--- src/rtl/slx_pkg.sv ---
// shared types, constants and byte classification for the script lexer
// no dependencies
`default_nettype none

package slx_pkg;

  // line counter width, counts saturate at all ones
  localparam int unsigned LineBits = 16;
  localparam int unsigned LineOutW = 16;

  // queue sizes
  localparam int unsigned CmdDepth = 2;
  localparam int unsigned CmdPtrW  = $clog2(CmdDepth);
  localparam int unsigned CmdCntW  = $clog2(CmdDepth + 1);
  localparam int unsigned ResDepth = 4;
  localparam int unsigned ResPtrW  = $clog2(ResDepth);
  localparam int unsigned ResCntW  = $clog2(ResDepth + 1);

  // token classes
  localparam logic [2:0] ClsIdent  = 3'd0;
  localparam logic [2:0] ClsNumber = 3'd1;
  localparam logic [2:0] ClsString = 3'd2;
  localparam logic [2:0] ClsSymbol = 3'd3;
  localparam logic [2:0] ClsEmpty  = 3'd4;

  // character codes
  localparam logic [7:0] ChTab    = 8'h09;
  localparam logic [7:0] ChLf     = 8'h0A;
  localparam logic [7:0] ChCr     = 8'h0D;
  localparam logic [7:0] ChSpace  = 8'h20;
  localparam logic [7:0] ChBang   = 8'h21;
  localparam logic [7:0] ChQuote  = 8'h22;
  localparam logic [7:0] ChPct    = 8'h25;
  localparam logic [7:0] ChAmp    = 8'h26;
  localparam logic [7:0] ChLParen = 8'h28;
  localparam logic [7:0] ChRParen = 8'h29;
  localparam logic [7:0] ChStar   = 8'h2A;
  localparam logic [7:0] ChPlus   = 8'h2B;
  localparam logic [7:0] ChComma  = 8'h2C;
  localparam logic [7:0] ChMinus  = 8'h2D;
  localparam logic [7:0] ChDot    = 8'h2E;
  localparam logic [7:0] ChSlash  = 8'h2F;
  localparam logic [7:0] ChZero   = 8'h30;
  localparam logic [7:0] ChNine   = 8'h39;
  localparam logic [7:0] ChSemi   = 8'h3B;
  localparam logic [7:0] ChLt     = 8'h3C;
  localparam logic [7:0] ChEq     = 8'h3D;
  localparam logic [7:0] ChGt     = 8'h3E;
  localparam logic [7:0] ChUpA    = 8'h41;
  localparam logic [7:0] ChUpZ    = 8'h5A;
  localparam logic [7:0] ChLBrack = 8'h5B;
  localparam logic [7:0] ChRBrack = 8'h5D;
  localparam logic [7:0] ChCaret  = 8'h5E;
  localparam logic [7:0] ChUscore = 8'h5F;
  localparam logic [7:0] ChLoA    = 8'h61;
  localparam logic [7:0] ChLoZ    = 8'h7A;
  localparam logic [7:0] ChLBrace = 8'h7B;
  localparam logic [7:0] ChBar    = 8'h7C;
  localparam logic [7:0] ChRBrace = 8'h7D;
  localparam logic [7:0] CaseBit  = 8'h20;

  typedef struct packed {
    logic [7:0] char_in;
    logic       last_in;
  } item_t;

  typedef struct packed {
    logic [7:0]          char_out;
    logic [2:0]          token_class;
    logic                token_start;
    logic                token_end;
    logic [LineOutW-1:0] line_number;
    logic                run_last;
  } res_t;

  typedef struct packed {
    logic upper;
    logic letter;
    logic digit;
    logic ws;
    logic symbol;
    logic quote;
    logic nl;
    logic dot;
    logic star;
    logic slash;
    logic eq;
  } char_info_t;

  // one queued unit of work: the held byte with its lookahead, and/or the final byte
  typedef struct packed {
    logic       has_a;
    logic [7:0] a_char;
    char_info_t a_info;
    logic       a_pair;
    logic       has_b;
    logic [7:0] c_char;
    char_info_t c_info;
  } cmd_t;

  // results handed from the back end to the result queue in one cycle
  typedef struct packed {
    logic [1:0] n;
    res_t       d0;
    res_t       d1;
  } res_push_t;

  typedef enum logic [10:0] {
    ModeIdle   = 11'h001,
    ModeIdent  = 11'h002,
    ModeNum    = 11'h004,
    ModeStr    = 11'h008,
    ModeSym2   = 11'h010,
    ModeEqDrop = 11'h020,
    ModeCOpen  = 11'h040,
    ModeCBody  = 11'h080,
    ModeCClose = 11'h100,
    ModeLOpen  = 11'h200,
    ModeLine   = 11'h400
  } mode_e;

  function automatic char_info_t char_info(logic [7:0] c);
    char_info_t ci;
    ci.upper  = (c >= ChUpA) && (c <= ChUpZ);
    ci.letter = ci.upper || ((c >= ChLoA) && (c <= ChLoZ)) || (c == ChUscore);
    ci.digit  = (c >= ChZero) && (c <= ChNine);
    ci.ws     = (c == ChSpace) || (c == ChTab) || (c == ChCr) || (c == ChLf);
    ci.symbol = (c == ChLParen) || (c == ChRParen) || (c == ChLBrack) ||
                (c == ChRBrack) || (c == ChLBrace) || (c == ChRBrace) ||
                (c == ChSemi)   || (c == ChEq)     || (c == ChPlus)   ||
                (c == ChMinus)  || (c == ChStar)   || (c == ChSlash)  ||
                (c == ChComma)  || (c == ChBang)   || (c == ChAmp)    ||
                (c == ChBar)    || (c == ChCaret)  || (c == ChPct)    ||
                (c == ChLt)     || (c == ChGt);
    ci.quote  = (c == ChQuote);
    ci.nl     = (c == ChLf);
    ci.dot    = (c == ChDot);
    ci.star   = (c == ChStar);
    ci.slash  = (c == ChSlash);
    ci.eq     = (c == ChEq);
    return ci;
  endfunction

  // two-byte symbol test
  function automatic logic is_pair(logic [7:0] c, logic [7:0] p);
    logic eq_pair;
    logic dbl_pair;
    eq_pair  = ((c == ChPlus) || (c == ChMinus) || (c == ChStar) || (c == ChSlash) ||
                (c == ChLt) || (c == ChGt) || (c == ChBang)) && (p == ChEq);
    dbl_pair = ((c == ChPlus) || (c == ChMinus) || (c == ChAmp) || (c == ChBar) ||
                (c == ChCaret)) && (p == c);
    return eq_pair || dbl_pair || ((c == ChStar) && (p == ChSlash));
  endfunction

endpackage

`default_nettype wire

--- src/rtl/script_lexer.sv ---
// script lexer top level: streaming tokenizer with one byte of lookahead
// a byte's result reaches the result ports through the work queue and then the result
//   queue, both registered, after the beat that brings its lookahead byte (or its own
//   beat when it is marked final); a result queue without room holds it in the work queue
// throughput: one source byte per cycle while the work queue is not full; results leave
//   one per cycle, and a final beat can yield two results
// reset: asynchronous, clears the held byte, the lexer state, line count and both queues
// depends on slx_pkg, slx_front, slx_cmd_queue, slx_back, slx_res_queue
`default_nettype none

module script_lexer import slx_pkg::*; (
  input  wire logic  clk_i,
  input  wire logic  rst_ni,
  // source side
  input  wire logic  push,
  output logic       full,
  input  wire item_t item_i,
  // result side
  output logic       empty,
  input  wire logic  pop,
  output res_t       result_o
);

  // front to work queue
  logic      cmd_push;
  cmd_t      cmd_in;
  logic      cmd_full;
  // work queue to back end
  logic      cmd_valid;
  logic      cmd_pop;
  cmd_t      cmd_out;
  // back end to result queue
  res_push_t res_push;
  logic      res_room;

  // the source side stalls only when the work queue is full
  assign full = cmd_full;

  // front end: holds the lookahead byte and classifies each byte pair;
  // a beat that completes no byte (first byte of a text) queues nothing
  slx_front u_front (
    .clk_i      (clk_i),
    .rst_ni     (rst_ni),
    .push       (push),
    .item_i     (item_i),
    .cmd_full_i (cmd_full),
    .cmd_push_o (cmd_push),
    .cmd_o      (cmd_in)
  );

  // two-entry queue decouples the front from the back
  slx_cmd_queue u_cmd_queue (
    .clk_i   (clk_i),
    .rst_ni  (rst_ni),
    .push_i  (cmd_push),
    .cmd_i   (cmd_in),
    .full_o  (cmd_full),
    .pop_i   (cmd_pop),
    .valid_o (cmd_valid),
    .cmd_o   (cmd_out)
  );

  // back end: runs the lexer modes; takes work only while the result
  // queue can take two results, which is the most one beat can make
  slx_back u_back (
    .clk_i       (clk_i),
    .rst_ni      (rst_ni),
    .cmd_valid_i (cmd_valid),
    .cmd_i       (cmd_out),
    .res_room_i  (res_room),
    .cmd_pop_o   (cmd_pop),
    .res_push_o  (res_push)
  );

  // result queue: oldest result sits on result_o while empty is low
  slx_res_queue u_res_queue (
    .clk_i  (clk_i),
    .rst_ni (rst_ni),
    .push_i (res_push),
    .room_o (res_room),
    .pop    (pop),
    .empty  (empty),
    .res_o  (result_o)
  );

endmodule

`default_nettype wire

--- src/rtl/slx_front.sv ---
// front end: takes source bytes, holds one back as lookahead, classifies
// depends on slx_pkg
`default_nettype none

module slx_front import slx_pkg::*; (
  input  wire logic  clk_i,
  input  wire logic  rst_ni,
  input  wire logic  push,
  input  wire item_t item_i,
  input  wire logic  cmd_full_i,
  output logic       cmd_push_o,
  output cmd_t       cmd_o
);

  logic [7:0] held_char_q, held_char_d;
  logic       held_valid_q, held_valid_d;
  logic       accept;
  char_info_t c_info;

  assign accept = push && !cmd_full_i;
  assign c_info = char_info(item_i.char_in);

  always_comb begin
    held_char_d  = held_char_q;
    held_valid_d = held_valid_q;
    if (accept) begin
      // final byte flushes the lookahead
      if (item_i.last_in) begin
        held_char_d  = '0;
        held_valid_d = 1'b0;
      end else begin
        held_char_d  = item_i.char_in;
        held_valid_d = 1'b1;
      end
    end
  end

  always_ff @(posedge clk_i or negedge rst_ni) begin
    if (!rst_ni) begin
      held_char_q  <= '0;
      held_valid_q <= 1'b0;
    end else begin
      held_char_q  <= held_char_d;
      held_valid_q <= held_valid_d;
    end
  end

  assign cmd_push_o    = accept && (held_valid_q || item_i.last_in);
  assign cmd_o.has_a   = held_valid_q;
  assign cmd_o.a_char  = held_char_q;
  assign cmd_o.a_info  = char_info(held_char_q);
  assign cmd_o.a_pair  = is_pair(held_char_q, item_i.char_in);
  assign cmd_o.has_b   = item_i.last_in;
  assign cmd_o.c_char  = item_i.char_in;
  assign cmd_o.c_info  = c_info;

endmodule

`default_nettype wire

--- src/rtl/slx_cmd_queue.sv ---
// short queue of classified work between the front and back ends
// depends on slx_pkg
`default_nettype none

module slx_cmd_queue import slx_pkg::*; (
  input  wire logic clk_i,
  input  wire logic rst_ni,
  input  wire logic push_i,
  input  wire cmd_t cmd_i,
  output logic      full_o,
  input  wire logic pop_i,
  output logic      valid_o,
  output cmd_t      cmd_o
);

  cmd_t               mem_q [CmdDepth];
  logic [CmdPtrW-1:0] wr_q, wr_d, rd_q, rd_d;
  logic [CmdCntW-1:0] cnt_q, cnt_d;
  logic               do_push, do_pop;

  assign full_o  = (cnt_q == CmdCntW'(CmdDepth));
  assign valid_o = (cnt_q != '0);
  assign cmd_o   = mem_q[rd_q];
  assign do_push = push_i && !full_o;
  assign do_pop  = pop_i && valid_o;

  always_comb begin
    wr_d  = do_push ? wr_q + 1'b1 : wr_q;
    rd_d  = do_pop ? rd_q + 1'b1 : rd_q;
    cnt_d = cnt_q + CmdCntW'(do_push) - CmdCntW'(do_pop);
  end

  always_ff @(posedge clk_i or negedge rst_ni) begin
    if (!rst_ni) begin
      wr_q  <= '0;
      rd_q  <= '0;
      cnt_q <= '0;
    end else begin
      wr_q  <= wr_d;
      rd_q  <= rd_d;
      cnt_q <= cnt_d;
    end
  end

  always_ff @(posedge clk_i) begin
    if (do_push) begin
      mem_q[wr_q] <= cmd_i;
    end
  end

endmodule

`default_nettype wire

--- src/rtl/slx_back.sv ---
// back end: lexer state machine, runs the held byte and the final byte of one beat
// depends on slx_pkg
`default_nettype none

module slx_back import slx_pkg::*; (
  input  wire logic clk_i,
  input  wire logic rst_ni,
  input  wire logic cmd_valid_i,
  input  wire cmd_t cmd_i,
  input  wire logic res_room_i,
  output logic      cmd_pop_o,
  output res_push_t res_push_o
);

  typedef struct packed {
    mode_e               mode;
    logic                dot;
    logic [LineBits-1:0] line;
    logic                emit;
    res_t                res;
  } step_t;

  mode_e               mode_q, mode_d;
  logic                dot_q, dot_d;
  logic [LineBits-1:0] line_q, line_d;
  step_t               sa, sb;
  mode_e               mode_b;
  logic                dot_b;
  logic [LineBits-1:0] line_b;
  logic                ea, eb;
  res_t                ra, rb;

  function automatic logic [7:0] lower(logic [7:0] c, char_info_t ci);
    return ci.upper ? (c | CaseBit) : c;
  endfunction

  function automatic step_t lex_step(mode_e mode, logic dot, logic [LineBits-1:0] line,
                                     logic [7:0] c, char_info_t ci, logic pv,
                                     char_info_t pi, logic pair);
    step_t s;
    logic  cont;
    logic  d;
    s.mode = mode;
    s.dot  = dot;
    s.line = line;
    s.emit = 1'b0;
    s.res.char_out    = c;
    s.res.token_class = ClsEmpty;
    s.res.token_start = 1'b0;
    s.res.token_end   = 1'b0;
    s.res.line_number = LineOutW'(line);
    s.res.run_last    = 1'b0;
    cont = 1'b0;
    d    = dot;
    case (mode)
      ModeIdle: begin
        if (ci.ws) begin
          s.emit = 1'b0;
        end else if (ci.letter) begin
          cont = pv && (pi.letter || pi.digit || pi.dot);
          s.emit = 1'b1;
          s.res.char_out    = lower(c, ci);
          s.res.token_class = ClsIdent;
          s.res.token_start = 1'b1;
          s.res.token_end   = !cont;
          s.mode = cont ? ModeIdent : ModeIdle;
        end else if (ci.digit) begin
          s.dot = 1'b0;
          cont = pv && (pi.digit || pi.dot);
          s.emit = 1'b1;
          s.res.token_class = ClsNumber;
          s.res.token_start = 1'b1;
          s.res.token_end   = !cont;
          s.mode = cont ? ModeNum : ModeIdle;
        end else if (ci.quote) begin
          s.emit = 1'b1;
          s.res.token_class = ClsString;
          s.res.token_start = 1'b1;
          s.res.token_end   = !pv;
          s.mode = pv ? ModeStr : ModeIdle;
        end else if (ci.symbol) begin
          s.res.token_class = ClsSymbol;
          s.res.token_start = 1'b1;
          if (pv && ci.slash && pi.star) begin
            s.mode = ModeCOpen;
          end else if (pv && ci.slash && pi.slash) begin
            s.mode = ModeLOpen;
          end else if (pv && ci.eq && pi.eq) begin
            s.emit = 1'b1;
            s.res.token_end = 1'b1;
            s.mode = ModeEqDrop;
          end else if (pv && pair) begin
            s.emit = 1'b1;
            s.mode = ModeSym2;
          end else begin
            s.emit = 1'b1;
            s.res.token_end = 1'b1;
          end
        end else begin
          s.emit = 1'b1;
          s.res.char_out    = '0;
          s.res.token_start = 1'b1;
          s.res.token_end   = 1'b1;
        end
      end
      ModeIdent: begin
        cont = pv && (pi.letter || pi.digit || pi.dot);
        s.emit = 1'b1;
        s.res.char_out    = lower(c, ci);
        s.res.token_class = ClsIdent;
        s.res.token_end   = !cont;
        if (!cont) begin
          s.mode = ModeIdle;
        end
      end
      ModeNum: begin
        d = dot || ci.dot;
        s.dot = d;
        cont = pv && (pi.digit || (pi.dot && !d));
        s.emit = 1'b1;
        s.res.token_class = ClsNumber;
        s.res.token_end   = !cont;
        if (!cont) begin
          s.mode = ModeIdle;
        end
      end
      ModeStr: begin
        cont = pv && !ci.quote && !ci.nl;
        s.emit = 1'b1;
        s.res.token_class = ClsString;
        s.res.token_end   = !cont;
        if (!cont) begin
          s.mode = ModeIdle;
        end
      end
      ModeSym2: begin
        s.emit = 1'b1;
        s.res.token_class = ClsSymbol;
        s.res.token_end   = 1'b1;
        s.mode = ModeIdle;
      end
      ModeCOpen: begin
        s.mode = ModeCBody;
      end
      ModeCBody: begin
        if (ci.star && pv && pi.slash) begin
          s.mode = ModeCClose;
        end
      end
      ModeLOpen: begin
        s.mode = ModeLine;
      end
      ModeLine: begin
        if (ci.nl) begin
          s.mode = ModeIdle;
        end
      end
      default: begin
        // closing slash of a comment, or second '=' of ==
        s.mode = ModeIdle;
      end
    endcase
    if (ci.nl && (line != '1)) begin
      s.line = line + 1'b1;
    end
    return s;
  endfunction

  assign cmd_pop_o = cmd_valid_i && res_room_i;

  always_comb begin
    sa = lex_step(mode_q, dot_q, line_q, cmd_i.a_char, cmd_i.a_info, 1'b1,
                  cmd_i.c_info, cmd_i.a_pair);
    mode_b = cmd_i.has_a ? sa.mode : mode_q;
    dot_b  = cmd_i.has_a ? sa.dot  : dot_q;
    line_b = cmd_i.has_a ? sa.line : line_q;
    sb = lex_step(mode_b, dot_b, line_b, cmd_i.c_char, cmd_i.c_info, 1'b0,
                  '0, 1'b0);
    ea = cmd_i.has_a && sa.emit;
    eb = cmd_i.has_b && sb.emit;
    ra = sa.res;
    rb = sb.res;
    if (eb) begin
      rb.run_last = 1'b1;
    end else begin
      ra.run_last = 1'b1;
    end
    res_push_o.n  = cmd_pop_o ? (2'(ea) + 2'(eb)) : 2'd0;
    res_push_o.d0 = ea ? ra : rb;
    res_push_o.d1 = rb;

    mode_d = mode_q;
    dot_d  = dot_q;
    line_d = line_q;
    if (cmd_pop_o) begin
      if (cmd_i.has_b) begin
        // end of text, back to reset
        mode_d = ModeIdle;
        dot_d  = 1'b0;
        line_d = '0;
      end else begin
        mode_d = sa.mode;
        dot_d  = sa.dot;
        line_d = sa.line;
      end
    end
  end

  always_ff @(posedge clk_i or negedge rst_ni) begin
    if (!rst_ni) begin
      mode_q <= ModeIdle;
      dot_q  <= 1'b0;
      line_q <= '0;
    end else begin
      mode_q <= mode_d;
      dot_q  <= dot_d;
      line_q <= line_d;
    end
  end

  a_end_resets: assert property (@(posedge clk_i) disable iff (!rst_ni)
    (cmd_pop_o && cmd_i.has_b) |=> (mode_q == ModeIdle && line_q == '0 && !dot_q))
    else $error("state not cleared after final byte");

  a_push_needs_pop: assert property (@(posedge clk_i) disable iff (!rst_ni)
    (res_push_o.n != 2'd0) |-> cmd_pop_o)
    else $error("result pushed without work taken");

  a_two_needs_both: assert property (@(posedge clk_i) disable iff (!rst_ni)
    (res_push_o.n == 2'd2) |-> (cmd_i.has_a && cmd_i.has_b))
    else $error("two results from a single consumed byte");

endmodule

`default_nettype wire

--- src/rtl/slx_res_queue.sv ---
// result queue: takes up to two results a cycle, hands out one
// depends on slx_pkg
`default_nettype none

module slx_res_queue import slx_pkg::*; (
  input  wire logic      clk_i,
  input  wire logic      rst_ni,
  input  wire res_push_t push_i,
  output logic           room_o,
  input  wire logic      pop,
  output logic           empty,
  output res_t           res_o
);

  res_t               mem_q [ResDepth];
  logic [ResPtrW-1:0] wr_q, wr_d, rd_q, rd_d;
  logic [ResCntW-1:0] cnt_q, cnt_d;
  logic               do_pop;

  assign empty  = (cnt_q == '0);
  assign room_o = (cnt_q <= ResCntW'(ResDepth - 2));
  assign res_o  = mem_q[rd_q];
  assign do_pop = pop && !empty;

  always_comb begin
    wr_d  = wr_q + ResPtrW'(push_i.n);
    rd_d  = do_pop ? rd_q + 1'b1 : rd_q;
    cnt_d = cnt_q + ResCntW'(push_i.n) - ResCntW'(do_pop);
  end

  always_ff @(posedge clk_i or negedge rst_ni) begin
    if (!rst_ni) begin
      wr_q  <= '0;
      rd_q  <= '0;
      cnt_q <= '0;
    end else begin
      wr_q  <= wr_d;
      rd_q  <= rd_d;
      cnt_q <= cnt_d;
    end
  end

  always_ff @(posedge clk_i) begin
    if (push_i.n != 2'd0) begin
      mem_q[wr_q] <= push_i.d0;
    end
    if (push_i.n == 2'd2) begin
      mem_q[wr_q + 1'b1] <= push_i.d1;
    end
  end

  a_no_overflow: assert property (@(posedge clk_i) disable iff (!rst_ni)
    cnt_q <= ResCntW'(ResDepth))
    else $error("result queue overflow");

  a_push_shows: assert property (@(posedge clk_i) disable iff (!rst_ni)
    (push_i.n != 2'd0) |=> !empty)
    else $error("pushed result not visible");

  a_push_has_room: assert property (@(posedge clk_i) disable iff (!rst_ni)
    (push_i.n != 2'd0) |-> room_o)
    else $error("push into a queue without room");

endmodule

`default_nettype wire
--- config.mk ---
export PLATFORM = sky130hd
export DESIGN_NAME = script_lexer
export DESIGN_NICKNAME = d
export VERILOG_FILES = /design/src/rtl/slx_pkg.sv /design/src/rtl/script_lexer.sv /design/src/rtl/slx_front.sv /design/src/rtl/slx_cmd_queue.sv /design/src/rtl/slx_back.sv /design/src/rtl/slx_res_queue.sv
export SDC_FILE = /design/constraint.sdc
export NUM_CORES = 1
export LEC_CHECK = 0
export BUFFER_PORTS_ARGS = -buffer_cell sky130_fd_sc_hd__buf_2
export CAP_MARGIN = 30
export CORE_UTILIZATION = 60
export CTS_BUF_LIST = sky130_fd_sc_hd__clkbuf_4 sky130_fd_sc_hd__clkbuf_8 sky130_fd_sc_hd__clkbuf_16
export DETAILED_ROUTE_END_ITERATION = 8
export HOLD_SLACK_MARGIN = 0.03
export PLACE_DENSITY = 0.76
export SLEW_MARGIN = 15
export SYNTH_ARGS = -nofsm -noshare
export SYNTH_HDL_FRONTEND = slang
export SYNTH_HIERARCHICAL = 1
export SYNTH_SLANG_ARGS = --single-unit
--- constraint.sdc ---
create_clock -name clk_i -period 6.9 [get_ports clk_i]
set_clock_uncertainty 0.15 [all_clocks]
set_input_delay 0.345 -clock clk_i [delete_from_list [all_inputs] [get_ports clk_i]]
set_output_delay 0.345 -clock clk_i [all_outputs]
set_load 0.02 [all_outputs]
==> Implementation_results.wiki <==
{| class="wikitable"
! Metric !! Value
|-
| Critical path launch point type || flip-flop
|-
| First-pass GRT wire length || 48,100 um
|-
| Global router's overall resource usage || 24.9%
|-
| Hold Crit Class || primary input to flip-flop
|-
| Hold Vio Cnt, Final || 0
|-
| Number of ports placed on the die boundary || 45
|-
| Fin worst setup slack || 815 ps
|-
| Final period demand of the worst path || 6090 ps
|-
| Final-report setup violation count || 0
|-
| Effective utilization at floorplan || 61.4%
|-
| PortBufs || 44
|-
| Number of remaining DRC errors || 0
|-
| Share of the clock period used by the worst path after layout || 88.2%
|-
| Clock slew seen by the registers of the worst setup and hold paths || 60 ps
|-
| Worst reg2reg path endpoint || u_res_queue/mem_q[2][8]
|-
| Area growth from synthesis to final layout || 8.02%
|-
| Total core area || 23,600 sq um
|-
| TritonCTS Buffers || 27
|-
| Root buf cell || sky130_fd_sc_hd__clkbuf_16
|-
| Count of clock tree sinks || 248
|-
| Floorplan row count || 56
|-
| Number of pins with negative max-slew slack in the final report || 0
|-
| Number of nets with antenna violations after detailed routing || 0
|-
| Largest stage delay on the critical path || 910 ps
|-
| CTS H-tree lvls || 1
|-
| Run status || finished clean
|-
| Worst endpoint required time || 7030 ps
|-
| Max-cap viol count || 0
|-
| Maximum operating frequency || 164 MHz
|-
| Drt wl/cell || 20.4 um
|-
| R2r startpoint || u_cmd_queue/rd_q
|-
| Slowest CP cell || sky130_fd_sc_hd__dfrtp_2
|-
| Horiz. Die Dim || 157 um
|-
| Largest fanout of any net on the critical path || 27
|-
| Aggregate global routing overflow || 0
|-
| CP Capture Type || flip-flop
|-
| Power density relative to cell area || 445 nW/um^2
|-
| Worst-Margin Slew || 945 ps
|-
| Mapped Nets || 1,154
|-
| Cells traversed along the worst timing path || mux2_4, nor3b_1, nor4bb_1, a22o_1, mux2i_4, nand2_1, a2bb2oi_1, o31ai_1, and2_1, ha_1, and3_1, and4bb_4, buf_4, mux2_4
|-
| Post-layout nets || 1,155
|-
| RD Place Congestion || 0.912
|-
| Cell repeated most along the worst path || sky130_fd_sc_hd__mux2_4
|-
| Syn_area_per_cell || 12.8 sq um
|-
| Arrival time at the worst endpoint || 6220 ps
|-
| Antenna violations before repair || 0
|-
| Maximum count of clock buffers along a single path || 3
|-
| First-pass iteration count of the detailed router || 5
|-
| Insertion delay to the later sink of the worst-skew pair || 540 ps
|-
| Via count of the first global-routing pass || 8,964
|-
| Hold path endpoint || u_cmd_queue/mem_q[0][14]
|-
| Die Y || 157 um
|-
| Total negative setup slack || 0 ps
|-
| TritonCTS clock tree || yes
|-
| Antenna Diode Count || 0
|-
| Max-Slew Margin vs Limit || 36.4%
|-
| RSZ-0062 raised after global routing || false
|-
| Wire length reported by the detailed router || 30,100 um
|-
| Type of the worst setup path || flip-flop to flip-flop
|-
| Worst voltage drop across the vdd grid || 0.303 mV
|-
| Cells on worst reg2reg path || 14
|-
| Detailed-placement wirelength estimate || 19,800 um
|-
| Detailed router's first-iteration violation count || 748
|-
| Number of synthesis warnings || 6
|-
| Post-synthesis instance area || 14,500 sq um
|-
| Reg2reg setup slack || 810 ps
|-
| Worst hold path cell count || 1
|-
| Share of post-route cells with drive strength above 1 || 30.2%
|-
| Number of vias after detailed routing || 9,009
|-
| Lkg Pwr || 5.77 nW
|-
| Pin count of the biggest net entering global routing || 49
|-
| Number of instances in the synthesized netlist || 1,132
|-
| Area of the die || 24,800 sq um
|-
| Gates resized, CTS repair || 0
|-
| Setup slack after placement || 908 ps
|-
| Number of vias per cell || 6.12
|-
| Worst hold path startpoint || item_i[4]
|}
## power by group
part	internal, W	switching [W]	leakage, nW
sequential	0.00209	0.000303	2.48
clock	0.000836	0.000598	0.429
combinational	0.00147	0.00167	2.86
total	0.00440	0.00257	5.77
## through the flow
stage / std cells / hold WS (ps) / util [%] / power (W) / area, sq um
2_1_floorplan: 1132 / -101 / - / 0.00484 / 14500
3_3_place_gp: 1417 / 338 / 62.2 / 0.00542 / 14700
3_5_place_dp: 1418 / 354 / 62.3 / 0.00551 / 14700
4_1_cts: 1473 / 32.1 / 66.4 / 0.00698 / 15700
5_1_grt: 1473 / 33.0 / 66.4 / 0.00735 / 15700
6_report: 1473 / 45.7 / 66.4 / 0.00697 / 15700
## routing by layer
layer / global-route usage, % / share of wire, %
met3: 3.39 / 5.1
met1: 33.8 / 44
met2: 42.1 / 49
met4: 6.98 / 2.0
met5: 0 / 0
## final cells by class
class / count / area (sq um)
Clock buffer: 31 / 724
Clock inverter: 19 / 180
Fill cell: 1758 / 7950
Inverter: 22 / 82.6
Multi-Input combinational cell: 765 / 6640
Sequential cell: 248 / 7210
Tap cell: 319 / 399
Timing Repair Buffer: 69 / 433
## sequential cells by signal, indices dropped and copies added, names as in the netlist
signal	count
u_cmd_queue/rd_q	1
u_res_queue/wr_q	2
u_res_queue/cnt_q	3
u_cmd_queue/wr_q	1
u_back/dot_q	1
u_front/held_valid_q	1
u_back/line_q	16
u_front/held_char_q	8
u_back/mode_q	11
u_res_queue/rd_q	2
u_cmd_queue/cnt_q	2
u_res_queue/mem_q	120
u_cmd_queue/mem_q	80
## worst max-delay path: cells and delay by family, from the launching register on
family                   cells  cell delay, ps
AO/OA/AOI/OAI                3             980
flip-flops                   1             910
adder cells (fa/ha/maj)      1             300
multiplexers                 3             880
buffers and inverters        1             390
AND/OR/NAND/NOR              6            2190
## layout by cell type (no fill, tap or decap), types with 10 or more instances in the layout
master                      count
sky130_fd_sc_hd__a21oi_1       22
sky130_fd_sc_hd__a32o_1        10
sky130_fd_sc_hd__and2_1        11
sky130_fd_sc_hd__buf_2         44
sky130_fd_sc_hd__buf_4         19
sky130_fd_sc_hd__clkbuf_16     27
sky130_fd_sc_hd__dfrtp_1       45
sky130_fd_sc_hd__edfxtp_1     200
sky130_fd_sc_hd__inv_1         21
sky130_fd_sc_hd__mux2_2        69
sky130_fd_sc_hd__mux2_4        92
sky130_fd_sc_hd__mux2i_1       11
sky130_fd_sc_hd__mux4_2        30
sky130_fd_sc_hd__nand2_1       84
sky130_fd_sc_hd__nand2b_1      28
sky130_fd_sc_hd__nand3_1       19
sky130_fd_sc_hd__nand4_1       18
sky130_fd_sc_hd__nor2_1        64
sky130_fd_sc_hd__nor2b_1       10
sky130_fd_sc_hd__nor3_1        28
sky130_fd_sc_hd__o21ai_0       43
sky130_fd_sc_hd__xnor2_1       40
sky130_fd_sc_hd__xor2_1        17
## worst max path at each step
stage                           startpoint                  endpoint  slack (ps)  cells past startpoint
after floorplan           u_cmd_queue/rd_q   u_res_queue/mem_q[0][0]         710                     15
after global placement    u_cmd_queue/rd_q  u_res_queue/mem_q[2][14]        1050                     12
after detailed placement  u_cmd_queue/rd_q  u_res_queue/mem_q[2][13]         910                     12
after CTS                 u_cmd_queue/rd_q   u_res_queue/mem_q[2][8]         880                     12
after global routing      u_cmd_queue/rd_q   u_res_queue/mem_q[2][5]         530                     14
final                     u_cmd_queue/rd_q   u_res_queue/mem_q[2][8]         810                     14
## repair_timing
| action | CTS | global route |
|---|---|---|
| hold endpoints to repair | 57 | 0 |
| hold buffers | 5 | 0 |
| buffers inserted | 0 | 0 |
(Power assumes the default switching activity.)
